[src/hw/rtl/iqba_pkg.sv]
`timescale 1ns / 1ps

package iqba_pkg;

    // Fixed-point format and path limits
    localparam int FRAC_BITS    = 28;
    localparam int DATA_W       = 32;
    localparam int MAX_PATH_LEN = 8;
    localparam int LEN_W        = 4;
    localparam int IDX_W        = $clog2(MAX_PATH_LEN);
    localparam int PROD_W       = 2 * DATA_W;

    typedef logic signed [DATA_W-1:0] q_t;

    // Q3.28 constants, from square roots at 32 fraction bits, rounded half up
    localparam q_t Q_ONE       = q_t'(1) <<< FRAC_BITS;
    localparam q_t Q_HALF      = q_t'(1) <<< (FRAC_BITS - 1);
    localparam q_t Q_PHI       = 32'sd165902236;
    localparam q_t Q_ROOT      = 32'sd211030904;
    localparam q_t Q_D0_RE     = -32'sd217168846;
    localparam q_t Q_D0_IM     = -32'sd157782402;
    localparam q_t Q_D1_RE     = -32'sd82951118;
    localparam q_t Q_D1_IM     = 32'sd255297290;
    localparam q_t Q_B01_RE    = -32'sd65212136;
    localparam q_t Q_B01_IM    = -32'sd200702316;
    localparam q_t Q_B00_IM    = 32'sd97514887;

    // Braid table index codes: {left_label, p0, old_end, new_end}
    localparam logic [3:0] BR_D0   = 4'b0011;
    localparam logic [3:0] BR_D1A  = 4'b0111;
    localparam logic [3:0] BR_D1B  = 4'b1011;
    localparam logic [3:0] BR_B00  = 4'b1100;
    localparam logic [3:0] BR_B01A = 4'b1101;
    localparam logic [3:0] BR_B01B = 4'b1110;
    localparam logic [3:0] BR_B11  = 4'b1111;

    typedef struct packed {
        logic                outer_root;
        logic                prev_root;
        logic                prev_prev_root;
        logic                new_prev_root;
        logic                left_label;
        logic                new_end_label;
        logic                old_end_label;
        logic [LEN_W-1:0]    path_length;
        logic [MAX_PATH_LEN-1:0] new_path_bits;
        logic [MAX_PATH_LEN-1:0] old_path_bits;
    } iqba_in_t;

    typedef struct packed {
        logic signed [DATA_W-1:0] amplitude_real;
        logic signed [DATA_W-1:0] amplitude_imag;
        logic                     saturated;
    } iqba_out_t;

    typedef enum logic [3:0] {
        ST_IDLE,
        ST_OUTER,
        ST_STEP,
        ST_BRE,
        ST_BRE2,
        ST_BIM,
        ST_BIM2,
        ST_NEXT,
        ST_DONE
    } iqba_state_t;

    // F-symbol entry [row][col] for labels a1, a2, a3, o
    function automatic q_t f_entry(logic a1, logic a2, logic a3, logic o,
                                   logic row, logic col);
        logic [2:0] s;
        logic       pr;
        logic       pc;
        q_t         r;
        s  = 3'(a1) + 3'(a2) + 3'(a3) + 3'(o);
        pr = 1'b1;
        pc = 1'b1;
        r  = '0;
        case (s)
            3'd4:
            begin
                if (row != col)
                    r = Q_ROOT;
                else
                    r = row ? -Q_PHI : Q_PHI;
            end
            3'd3:
            begin
                r = (row && col) ? Q_ONE : '0;
            end
            3'd2:
            begin
                if (a1 && a2)
                begin
                    pr = 1'b0;
                    pc = 1'b1;
                end
                else if (a2 && a3)
                begin
                    pr = 1'b1;
                    pc = 1'b0;
                end
                else if (a1 && a3)
                begin
                    pr = 1'b1;
                    pc = 1'b1;
                end
                else if (a3 && o)
                begin
                    pr = 1'b0;
                    pc = 1'b1;
                end
                else if (a1 && o)
                begin
                    pr = 1'b1;
                    pc = 1'b0;
                end
                r = (row == pr && col == pc) ? Q_ONE : '0;
            end
            default:
            begin
                r = (!row && !col) ? Q_ONE : '0;
            end
        endcase
        return r;
    endfunction

    // Real part of the braid entry B = F*R*F^T
    function automatic q_t braid_re(logic [3:0] idx);
        q_t r;
        unique case (idx)
            BR_D0:              r = Q_D0_RE;
            BR_D1A, BR_D1B:     r = Q_D1_RE;
            BR_B00:             r = -Q_HALF;
            BR_B01A, BR_B01B:   r = Q_B01_RE;
            BR_B11:             r = -Q_PHI;
            default:            r = '0;
        endcase
        return r;
    endfunction

    // Imaginary part of the braid entry
    function automatic q_t braid_im(logic [3:0] idx);
        q_t r;
        unique case (idx)
            BR_D0:              r = Q_D0_IM;
            BR_D1A, BR_D1B:     r = Q_D1_IM;
            BR_B00:             r = Q_B00_IM;
            BR_B01A, BR_B01B:   r = Q_B01_IM;
            default:            r = '0;
        endcase
        return r;
    endfunction

endpackage

[src/hw/rtl/inter_qudit_braid_amplitude.sv]
`timescale 1ns / 1ps

// Braid amplitude between neighbouring qudits.
// Input channel (in_valid / in_ready / in_data) takes one word of fusion
// labels and path bits; output channel (out_valid / out_ready / out_data)
// returns one word with the complex Q3.28 amplitude and a saturation flag.
// One shared Q3.28 multiplier does all products under a small sequencer:
// per outer bit with nonzero outer F entries, every path p of the clamped
// length L (1..8) takes multiply steps over each position, old path then new
// path, then the braid/accumulate steps and advance; a zero F factor ends its
// path early and unit factors pass through without changing the term.
// in_ready is high only while the sequencer is idle; one word at a time:
// a new word is taken only after the previous one is finished.
// The finished word sits in an output register, so the next input word is
// taken while the previous result still waits; if the receiver stalls and
// the register is full, the sequencer holds in its done state.
// Reset clears the sequencer and the output valid; no memory to clear.
module inter_qudit_braid_amplitude
    import iqba_pkg::*;
(
    input  logic      clk,
    input  logic      rst_n,
    input  logic      in_valid,
    output logic      in_ready,
    input  iqba_in_t  in_data,
    output logic      out_valid,
    input  logic      out_ready,
    output iqba_out_t out_data
);

    iqba_state_t           state_reg, state_next;
    iqba_in_t              in_reg, in_next;
    logic [LEN_W-1:0]      len_reg, len_next;
    logic                  kk_reg, kk_next;
    logic [MAX_PATH_LEN-1:0] p_reg, p_next;
    logic [IDX_W-1:0]      n_reg, n_next;
    logic                  ph_reg, ph_next;
    q_t                    t_reg, t_next;
    q_t                    prod_reg, prod_next;
    q_t                    fo1_reg, fo1_next;
    q_t                    fo2_reg, fo2_next;
    q_t                    acc_re_reg, acc_re_next;
    q_t                    acc_im_reg, acc_im_next;
    logic                  sat_reg, sat_next;
    logic                  out_valid_reg, out_valid_next;
    iqba_out_t             out_reg, out_next;

    q_t                    mul_a;
    q_t                    mul_b;
    q_t                    mul_y;
    q_t                    fo1_c;
    q_t                    fo2_c;
    q_t                    factor;
    logic [IDX_W-1:0]      last_idx;
    logic [LEN_W-1:0]      n_plus;
    logic                  pn;
    logic                  pnext;
    logic                  prev_lbl;
    logic                  cur_lbl;
    logic                  end_lbl;
    logic [MAX_PATH_LEN:0] p_mask;
    logic                  p_last;
    logic [3:0]            br_idx;
    logic [DATA_W:0]       sum_w;
    logic                  sum_ovf;
    q_t                    sum_sat;
    q_t                    acc_sel;
    logic [LEN_W-1:0]      len_clamp;

    // shared multiply unit
    iqba_mul u_mul
    (
        .a (mul_a),
        .b (mul_b),
        .y (mul_y)
    );

    // path length clamped to 1..MAX_PATH_LEN
    always_comb
    begin
        if (in_data.path_length == '0)
            len_clamp = LEN_W'(1);
        else if (in_data.path_length > LEN_W'(MAX_PATH_LEN))
            len_clamp = LEN_W'(MAX_PATH_LEN);
        else
            len_clamp = in_data.path_length;
    end

    // outer F entries for the current outer bit
    assign last_idx = IDX_W'(len_reg - LEN_W'(1));
    assign fo1_c = f_entry(in_reg.prev_prev_root, in_reg.old_end_label,
                           in_reg.old_path_bits[last_idx], in_reg.outer_root,
                           in_reg.prev_root, kk_reg);
    assign fo2_c = f_entry(in_reg.prev_prev_root, in_reg.new_end_label,
                           in_reg.new_path_bits[last_idx], in_reg.outer_root,
                           in_reg.new_prev_root, kk_reg);

    // per-position F factor: phase 0 uses the old path, phase 1 the new one
    assign n_plus = LEN_W'(n_reg) + LEN_W'(1);
    assign pn     = p_reg[n_reg];
    assign pnext  = (n_plus < len_reg) ? p_reg[n_plus[IDX_W-1:0]] : kk_reg;
    always_comb
    begin
        if (n_reg == '0)
            prev_lbl = 1'b1;
        else if (ph_reg)
            prev_lbl = in_reg.new_path_bits[n_reg - IDX_W'(1)];
        else
            prev_lbl = in_reg.old_path_bits[n_reg - IDX_W'(1)];
    end
    assign cur_lbl = ph_reg ? in_reg.new_path_bits[n_reg] : in_reg.old_path_bits[n_reg];
    assign end_lbl = ph_reg ? in_reg.new_end_label : in_reg.old_end_label;
    assign factor  = f_entry(end_lbl, prev_lbl, 1'b1, pnext, pn, cur_lbl);

    // last path of this outer bit
    assign p_mask = ((MAX_PATH_LEN + 1)'(1) << len_reg) - (MAX_PATH_LEN + 1)'(1);
    assign p_last = (p_reg == p_mask[MAX_PATH_LEN-1:0]);

    assign br_idx = {in_reg.left_label, p_reg[0], in_reg.old_end_label,
                     in_reg.new_end_label};

    // saturating accumulate of the unit result
    assign acc_sel = (state_reg == ST_BIM2) ? acc_im_reg : acc_re_reg;
    assign sum_w   = {acc_sel[DATA_W-1], acc_sel} + {mul_y[DATA_W-1], mul_y};
    assign sum_ovf = sum_w[DATA_W] != sum_w[DATA_W-1];
    always_comb
    begin
        if (!sum_ovf)
            sum_sat = q_t'(sum_w[DATA_W-1:0]);
        else if (sum_w[DATA_W])
            sum_sat = {1'b1, {(DATA_W-1){1'b0}}};
        else
            sum_sat = {1'b0, {(DATA_W-1){1'b1}}};
    end

    // multiplier operand select
    always_comb
    begin
        mul_a = t_reg;
        mul_b = factor;
        unique case (state_reg)
            ST_BRE:
            begin
                mul_b = braid_re(br_idx);
            end
            ST_BIM:
            begin
                mul_b = braid_im(br_idx);
            end
            ST_BRE2, ST_BIM2:
            begin
                mul_a = prod_reg;
                mul_b = fo2_reg;
            end
            default:
            begin
                mul_a = t_reg;
                mul_b = factor;
            end
        endcase
    end

    // sequencer: next state and datapath updates
    always_comb
    begin
        state_next     = state_reg;
        in_next        = in_reg;
        len_next       = len_reg;
        kk_next        = kk_reg;
        p_next         = p_reg;
        n_next         = n_reg;
        ph_next        = ph_reg;
        t_next         = t_reg;
        prod_next      = prod_reg;
        fo1_next       = fo1_reg;
        fo2_next       = fo2_reg;
        acc_re_next    = acc_re_reg;
        acc_im_next    = acc_im_reg;
        sat_next       = sat_reg;
        out_valid_next = out_valid_reg && !out_ready;
        out_next       = out_reg;
        in_ready       = 1'b0;

        unique case (state_reg)
            ST_IDLE:
            begin
                in_ready = 1'b1;
                if (in_valid)
                begin
                    in_next     = in_data;
                    len_next    = len_clamp;
                    kk_next     = 1'b0;
                    acc_re_next = '0;
                    acc_im_next = '0;
                    sat_next    = 1'b0;
                    state_next  = ST_OUTER;
                end
            end
            ST_OUTER:
            begin
                fo1_next = fo1_c;
                fo2_next = fo2_c;
                p_next   = '0;
                n_next   = '0;
                ph_next  = 1'b0;
                t_next   = fo1_c;
                if (fo1_c == '0 || fo2_c == '0)
                begin
                    if (kk_reg)
                        state_next = ST_DONE;
                    else
                        kk_next = 1'b1;
                end
                else
                begin
                    state_next = ST_STEP;
                end
            end
            ST_STEP:
            begin
                if (factor == '0)
                begin
                    t_next     = '0;
                    state_next = ST_NEXT;
                end
                else
                begin
                    if (factor != Q_ONE)
                        t_next = mul_y;
                    ph_next = !ph_reg;
                    if (ph_reg)
                    begin
                        if (n_plus == len_reg)
                            state_next = ST_BRE;
                        else
                            n_next = n_plus[IDX_W-1:0];
                    end
                end
            end
            ST_BRE:
            begin
                prod_next  = mul_y;
                state_next = ST_BRE2;
            end
            ST_BRE2:
            begin
                acc_re_next = sum_sat;
                sat_next    = sat_reg | sum_ovf;
                state_next  = ST_BIM;
            end
            ST_BIM:
            begin
                prod_next  = mul_y;
                state_next = ST_BIM2;
            end
            ST_BIM2:
            begin
                acc_im_next = sum_sat;
                sat_next    = sat_reg | sum_ovf;
                state_next  = ST_NEXT;
            end
            ST_NEXT:
            begin
                n_next  = '0;
                ph_next = 1'b0;
                t_next  = fo1_reg;
                if (p_last)
                begin
                    if (kk_reg)
                    begin
                        state_next = ST_DONE;
                    end
                    else
                    begin
                        kk_next    = 1'b1;
                        state_next = ST_OUTER;
                    end
                end
                else
                begin
                    p_next     = p_reg + MAX_PATH_LEN'(1);
                    state_next = ST_STEP;
                end
            end
            ST_DONE:
            begin
                if (!out_valid_reg || out_ready)
                begin
                    out_valid_next          = 1'b1;
                    out_next.amplitude_real = acc_re_reg;
                    out_next.amplitude_imag = acc_im_reg;
                    out_next.saturated      = sat_reg;
                    state_next              = ST_IDLE;
                end
            end
            default:
            begin
                state_next = ST_IDLE;
            end
        endcase
    end

    // control registers
    always_ff @(posedge clk or negedge rst_n)
    begin
        if (!rst_n)
        begin
            state_reg     <= ST_IDLE;
            out_valid_reg <= 1'b0;
        end
        else
        begin
            state_reg     <= state_next;
            out_valid_reg <= out_valid_next;
        end
    end

    // datapath registers
    always_ff @(posedge clk)
    begin
        in_reg     <= in_next;
        len_reg    <= len_next;
        kk_reg     <= kk_next;
        p_reg      <= p_next;
        n_reg      <= n_next;
        ph_reg     <= ph_next;
        t_reg      <= t_next;
        prod_reg   <= prod_next;
        fo1_reg    <= fo1_next;
        fo2_reg    <= fo2_next;
        acc_re_reg <= acc_re_next;
        acc_im_reg <= acc_im_next;
        sat_reg    <= sat_next;
        out_reg    <= out_next;
    end

    assign out_valid = out_valid_reg;
    assign out_data  = out_reg;

    // an accepted word makes the block busy
    a_busy_after_accept: assert property (@(posedge clk) disable iff (!rst_n)
        in_valid && in_ready |=> !in_ready)
        else $error("in_ready stayed high after accepting a word");

    // a finished result always lands in the output register
    a_done_loads: assert property (@(posedge clk) disable iff (!rst_n)
        state_reg == ST_DONE && (!out_valid_reg || out_ready) |=> out_valid_reg)
        else $error("done state did not load the output register");

    // path position stays inside the clamped length while stepping
    a_step_in_range: assert property (@(posedge clk) disable iff (!rst_n)
        state_reg == ST_STEP |-> LEN_W'(n_reg) < len_reg && len_reg != '0)
        else $error("path position beyond path length");

    // braid steps only start on the new-path phase of the last position
    a_braid_entry: assert property (@(posedge clk) disable iff (!rst_n)
        state_reg == ST_STEP && state_next == ST_BRE |-> ph_reg && n_plus == len_reg)
        else $error("braid step entered before the path was finished");

endmodule

[src/hw/rtl/iqba_mul.sv]
`timescale 1ns / 1ps

// Q3.28 multiply, rounded half away from zero (sign-magnitude)
module iqba_mul
    import iqba_pkg::*;
(
    input  q_t a,
    input  q_t b,
    output q_t y
);

    logic                neg;
    logic [DATA_W-1:0]   mag_a;
    logic [DATA_W-1:0]   mag_b;
    logic [PROD_W-1:0]   prod;
    logic [PROD_W-1:0]   prod_rnd;
    logic [DATA_W-1:0]   mag_y;

    // magnitudes; -2^31 still fits as unsigned
    assign neg   = a[DATA_W-1] ^ b[DATA_W-1];
    assign mag_a = a[DATA_W-1] ? DATA_W'(-a) : DATA_W'(a);
    assign mag_b = b[DATA_W-1] ? DATA_W'(-b) : DATA_W'(b);

    // exact product, round, drop fraction bits
    assign prod     = PROD_W'(mag_a) * PROD_W'(mag_b);
    assign prod_rnd = prod + (PROD_W'(1) << (FRAC_BITS - 1));
    assign mag_y    = prod_rnd[FRAC_BITS +: DATA_W];

    assign y = neg ? -q_t'(mag_y) : q_t'(mag_y);

endmodule

[config.mk]
export PLATFORM = sky130hd
export DESIGN_NAME = inter_qudit_braid_amplitude
export DESIGN_NICKNAME = d
export VERILOG_FILES = /design/src/hw/rtl/iqba_pkg.sv /design/src/hw/rtl/inter_qudit_braid_amplitude.sv /design/src/hw/rtl/iqba_mul.sv
export SDC_FILE = /design/constraint.sdc
export NUM_CORES = 2
export LEC_CHECK = 0
export BUFFER_PORTS_ARGS = -buffer_cell sky130_fd_sc_hd__buf_2
export CAP_MARGIN = 20
export CORE_ASPECT_RATIO = 0.9
export CORE_UTILIZATION = 55
export CTS_CLUSTER_DIAMETER = 80
export DETAILED_ROUTE_END_ITERATION = 10
export GPL_TIMING_DRIVEN = 0
export PLACE_DENSITY_LB_ADDON = 0.05
export REMOVE_ABC_BUFFERS = 1
export SYNTH_ARGS = -nofsm -noshare
export SYNTH_HDL_FRONTEND = slang
export SYNTH_HIERARCHICAL = 1
export SYNTH_SLANG_ARGS = --single-unit
[constraint.sdc]
create_clock -name clk -period 17.36 [get_ports clk]
set_clock_uncertainty 0.05 [all_clocks]
set_input_delay 1.736 -clock clk [delete_from_list [all_inputs] [get_ports clk]]
set_output_delay 1.736 -clock clk [all_outputs]
set_load 0.01 [all_outputs]
## Yosys cells after proc, flatten, opt, wreduce, memory -nomap -nowiden

Index checks and enable logic that the tools add are counted.
W data, S select, Z words.

- Add/subtract/negate cells: 19
- Multipliers: 1
- Order comparisons: 6
- Equal/unequal tests: 49
- Shifts and indexed selects: 1
- Multiplexer cells: 114
- Bitwise logic cells: 2
- Reduce and logical (&&, ||, !) cells: 61

Operators by type and width:

| operator | count |
|---|---|
| $mux W32 | 16 |
| $pmux W32 S3 | 5 |
| $mux W29 | 9 |
| $pmux W32 S5 | 1 |
| $pmux W32 S2 | 2 |
| $pmux W32 S4 | 1 |
| $logic_not A32 Y1 | 3 |
| $neg A32 Y32 | 3 |
| $add A60 B28 Y60 const B | 1 |
| $mul A32 B32 Y60 | 1 |
| $mux W1 | 52 |
| $mux W4 | 10 |
| $pmux W4 S9 | 1 |
| $add A32 B32 Y33 | 1 |
| $ne A32 B30 Y1 const B | 1 |
| $bmux W1 S3 | 8 |
| $eq A4 B4 Y1 const B | 6 |
| $logic_and A1 B1 Y1 | 21 |
| $eq A4 B3 Y1 const B | 5 |
| $eq A3 B2 Y1 const B | 6 |
| $lt A3 B4 Y1 const B | 4 |
| $ne A2 B2 Y1 const B | 8 |
| $pmux W8 S2 | 1 |
| $reduce_and A2 Y1 | 8 |
| 35 further kinds | 79 |

- Flip-flop bits (word level): 303
- Input port bits: 31
- Output and inout port bits: 67
- Word-level logic and storage cells: 280

## Logic depth before layout (Yosys ltp)

- Depth after elaboration: 26
- Mapped depth: 66
- Depth with buffers taken out: 61

## Hierarchy

Netlist, hierarchy kept.

Modules (own cells, without submodules):

| module | instances | cells an instance | area each (um^2) | sequential area each (um^2) |
|---|---|---|---|---|
| iqba_mul | 1 | 3,990 | 33,947.6 | 0.0 |
| inter_qudit_braid_amplitude | 1 | 1,241 | 13,875.8 | 7,512.2 |

## Least setup slack after synthesis

No wires, ideal clock.

- Path kind: register -> register
- Start point: register n_reg[0]
- End point: register acc_re_reg[17], data pin
- Setup time: 0.271 ns
- Arrival time: 16.091 ns
- Data required time: 17.039 ns
- Setup slack: 0.948 ns
- Cell stages (with the launch flop): 61
- Path buffers: 4
- Period minus slack after synthesis: 16.412 ns
- Cells stage by stage: edfxtp_1 buf_2 buf_6 inv_1 ha_1 ha_1 nand2b_1 a21oi_1 nor2_1 mux2_2 ha_1 inv_1 ha_1 ha_1 nor2_1 nand2_1 or3_1 nor2_1 [25 not listed] or3_1 o21a_1 o32ai_1 nor3_1 o21ai_0 xor2_1 or4_1 nor4_1 a21oi_1 xnor2_1 ha_1 a21o_1 a2111oi_0 nor4b_2 a221oi_4 o21ai_1 clkbuf_1 o21ai_0

- Elaborated cells between the ends (all ways): 66
- Classes of those cells: add/sub: 9; mul: 1; order compare: 1; eq/ne: 7; mux: 39; bitwise: 1; reduce/logical: 8

RTL lines:

| what | line | source |
|---|---|---|
| start: declaration | inter_qudit_braid_amplitude.sv:36 | `logic [IDX_W-1:0] n_reg, n_next;` |
| start signal: assignment | inter_qudit_braid_amplitude.sv:325 | `n_reg <= n_next;` |
| $add A3 B1 Y4 * | inter_qudit_braid_amplitude.sv:99 | `assign n_plus = LEN_W'(n_reg) + LEN_W'(1);` |
| named net n_plus[0] | inter_qudit_braid_amplitude.sv:55 | `logic [LEN_W-1:0] n_plus;` |
| $bmux W1 S3 | inter_qudit_braid_amplitude.sv:101 | `assign pnext = (n_plus < len_reg) ? p_reg[n_plus[IDX_W-1:0]] : kk_reg;` |
| $mux W1 (implied by the code) | inter_qudit_braid_amplitude.sv:101 |  |
| $mux W1 * | inter_qudit_braid_amplitude.sv:101 |  |
| $add A3 B1 Y3 * | iqba_pkg.sv:75 | `s = 3'(a1) + 3'(a2) + 3'(a3) + 3'(o);` |
| $eq A3 B2 Y1 (tied with other cells) | - |  |
| $pmux W32 S3 * | iqba_pkg.sv:79 | `case (s)` |
| [1 not listed] | - |  |
| named net mul_b[9] | inter_qudit_braid_amplitude.sv:49 | `q_t mul_b;` |
| [3 not listed] | - |  |
| $add A60 B28 Y60 * | iqba_mul.sv:26 | `assign prod_rnd = prod + (PROD_W'(1) << (FRAC_BITS - 1));` |
| $neg A32 Y32 | iqba_mul.sv:29 | `assign y = neg ? -q_t'(mag_y) : q_t'(mag_y);` |
| $mux W32 * | iqba_mul.sv:29 |  |
| named net mul_y[29] | inter_qudit_braid_amplitude.sv:50 | `q_t mul_y;` |
| $add A32 B32 Y33 * | inter_qudit_braid_amplitude.sv:124 | `assign sum_w = {acc_sel[DATA_W-1], acc_sel} + {mul_y[DATA_W-1], mul_y};` |
| $mux W32 / $ne A1 B1 Y1 (equally long branches) | inter_qudit_braid_amplitude.sv:130, inter_qudit_braid_amplitude.sv:125 |  |
| $mux W32 * | inter_qudit_braid_amplitude.sv:128 | `if (!sum_ovf)` |
| $pmux W32 S2 * | inter_qudit_braid_amplitude.sv:184 | `unique case (state_reg)` |
| end signal: assignment | inter_qudit_braid_amplitude.sv:331 | `acc_re_reg <= acc_re_next;` |
| end: declaration | inter_qudit_braid_amplitude.sv:42 | `q_t acc_re_reg, acc_re_next;` |

The timed path passes the listed nets; every way through them passes the cells marked *. The select of a mux whose other input is x is not followed.
A chain may end at the register's enable or synchronous reset.

## Final worst setup path

- Start point: register n_reg[0]
- End point: register acc_re_reg[27], data pin

Same word-level chain as after synthesis.

==> impl_metrics.csv <==
group,metric,value,unit
synthesis,synth.ff_latch_count,251,
detailed_routing,first_pass_iters,8,
cts,tritoncts,"done",
cts,cts-htree-levels,1,
detailed_routing,wirelength,151000,um
floorplanning,floorplan.die.width,313,um
cells_and_area,final_cell_area,53600,um2
detailed_routing,ant_nets,0,
cells_and_area,num_antenna_cells,0,
detailed_routing,drc,0,
cts,clock_sinks,251,
cts,path_clk_slew,0.07,ns
floorplanning,rows,102,
synthesis,synth_warnings,6,
sta,period_share,97.4,%
cells_and_area,largest_reg_flops,65,
synthesis,synth.area.top_cells,"fa_1, edfxtp_1, ha_1, inv_1, nand2_1",
place,dp.cells,6360,
cts,clock_path_buffers,3,
detailed_routing,num_vias,37707,
synthesis,async_flop_share,1.99,%
cts,clock_latency,0.53,ns
cts,cts_made_buffers,21,
synthesis,synth_largest_area_cell,"fa_1",
synthesis,synth_cells,5231,
synthesis,synth_edf_count,246,
sta,setup_viol,0,
status,outcome,"finished, violations left",
setup_path,worstPathRequired,17.60,ns
global_routing,grt_max_degree,66,
cts,root_buffer,"clkbuf_16",
floorplanning,fp.dieArea,88100,um2
cells_and_area,areaGrowthSynthToFinish,12.0,%
synthesis,synthFlopType,"edfxtp_1",
setup_path,path_class,"reg -> reg",
floorplanning,ios,98,
run,maxCapViolCount,1,
cells_and_area,layout.cells.non_filler,6458,
setup_path,critPathMostFrequentCell,"fa_1",
floorplanning,core_area,86000,um2
cts,hold_buffers,0,
place,io_buffer_count,97,
cells_and_area,layout_common_cells,"inv_1, fa_1, nand2_1",
worst_hold_path,hold_path_class,"reg -> reg",
synthesis,yosysSeqAreaShare,15.7,%
sta,hold_viol,0,
sta,fin_tns_setup,0,ns
synthesis,avgSynthCellArea,9.14,um2
synthesis,synth_area,47800,um2
place,place_hpwl,125000,um
sta,period_needed,16.91,ns
place,placed_cell_area,51700,um2
global_routing,grt_pass1_wl,232000,um
detailed_routing,via_per_inst,5.84,
sta,fmax,59.1,MHz
place,gp_congestion,0.982,
sta,slew_headroom,1.16,%
setup_path,cp_slowest_cell,"xor2_1",
detailed_routing,initialDrtViolationCount,3611,
detailed_routing,drt-wirelength-per-cell,23.4,um
cells_and_area,drive_above_1_share,11.8,%
setup_path,cp-start-kind,"flip-flop",
cells_and_area,nNetsFinal,6549,
setup_path,max_stage_delay,0.64,ns
sta,worst-slew-pin-transition,1.48,ns
floorplanning,initial_core_util,55.6,%
global_routing,antenna_found_initial,0,
global_routing,grt_use_total,35.0,%
setup_path,critPathMaxFanout,23,
synthesis,synth_top_area_share,37.5,%
global_routing,grt_overflow_total,0,
setup_path,crit_path_end_kind,"flip-flop",
cells_and_area,layout_commonest_cell,"inv_1",
global_routing,grt_pass1_vias,38456,
synthesis,synth_cell_types,96,
setup_path,arrival,17.15,ns
sta,slew_viol_final,0,
floorplanning,die_h,282,um
status,failed_checks,"max-capacitance violations",
[Yosys cell counts, types with 27 or more instances]
library cell,count
fa_1,895
mux2_2,39
ha_1,323
clkbuf_1,217
and3_1,27
a21oi_1,107
nor3_1,34
inv_1,982
and2_1,32
xnor2_1,127
nor2_1,639
o21ai_0,179
edfxtp_1,246
a21o_1,43
nand2_1,738
nand3_1,53
nand4_1,27
xor2_1,94
[final timing paths]
path | startpoint | end | slack (ns) | cells after the start
min in group asynchronous | rst_n | out_valid | 0.97 | 1
setup / recovery | n_reg[0] | acc_re_reg[27] | 0.45 | 61
max in group asynchronous | rst_n | state_reg[2] | 16.13 | 1
setup reg to reg | n_reg[0] | acc_re_reg[27] | 0.45 | 61
hold / removal | acc_im_reg[30] | out_data[31] | 0.40 | 0
hold reg to reg | acc_im_reg[30] | out_data[31] | 0.40 | 0
[worst max-delay path: cells and delay by family, from the launching register on]
kind                       cells  cell delay, ns
and+or+nand+nor               17            3.77
xor gates and xnor gates       4            1.62
muxes                          1            0.39
AOI/OAI and AO/OA             14            2.46
buffers and inverters         10            1.43
DFF                            1            0.46
adders and majority gates     15            6.35
[stage by stage]
stage          utilization (%)  setup WS, ns  hold WS (ns)
5_1_grt                   62.3       -0.0928         0.410
4_1_cts                   61.4        0.0296         0.402
6_report                  62.3         0.446         0.399
3_5_place_dp              60.1         -2.44         0.381
3_3_place_gp              56.8         -5.90         0.379
2_1_floorplan                -         0.101         0.376
[routing by layer]
metal | share of wire (%) | vias to the layer above | global-route usage [%]
met3 | 10 | 320 | 6.86
met1 | 41 | 19049 | 48.9
met4 | 4.4 | 0 | 12.8
met5 | 0 | - | 0
met2 | 45 | 1876 | 54.6
li1 | - | 16462 | -
[cell families after synthesis]
| family | share of synthesized area [%] |
|---|---|
| buf+inv | 9.64 |
| simple gates | 14.9 |
| xor+xnor | 4.08 |
| fa+ha+maj | 45.9 |
| compound gates | 7.88 |
| flops | 15.7 |
| mux | 1.87 |
[layout make-up]
cell class              count  area (um2)
clock buffers              22         529
clock inverters            15         103
fillers                  7357       32500
inverters                 983        3690
multi-input cells        3762       37400
flip-flops and latches    251        7510
well taps                1144        1430
repair buffers            281        2880
[timing repair]
item | in CTS | in global routing
endpoints found under the hold margin | 0 | 0
resized for setup | 44 | 92
setup buffers | 22 | 33
gates cloned | 0 | 1
setup endpoints to repair | 65 | 65
pin swaps | 7 | 24
Power is left out: the tool's default activity adds up to more than one toggle a clock period on the data nets, which glitch-free logic cannot reach.
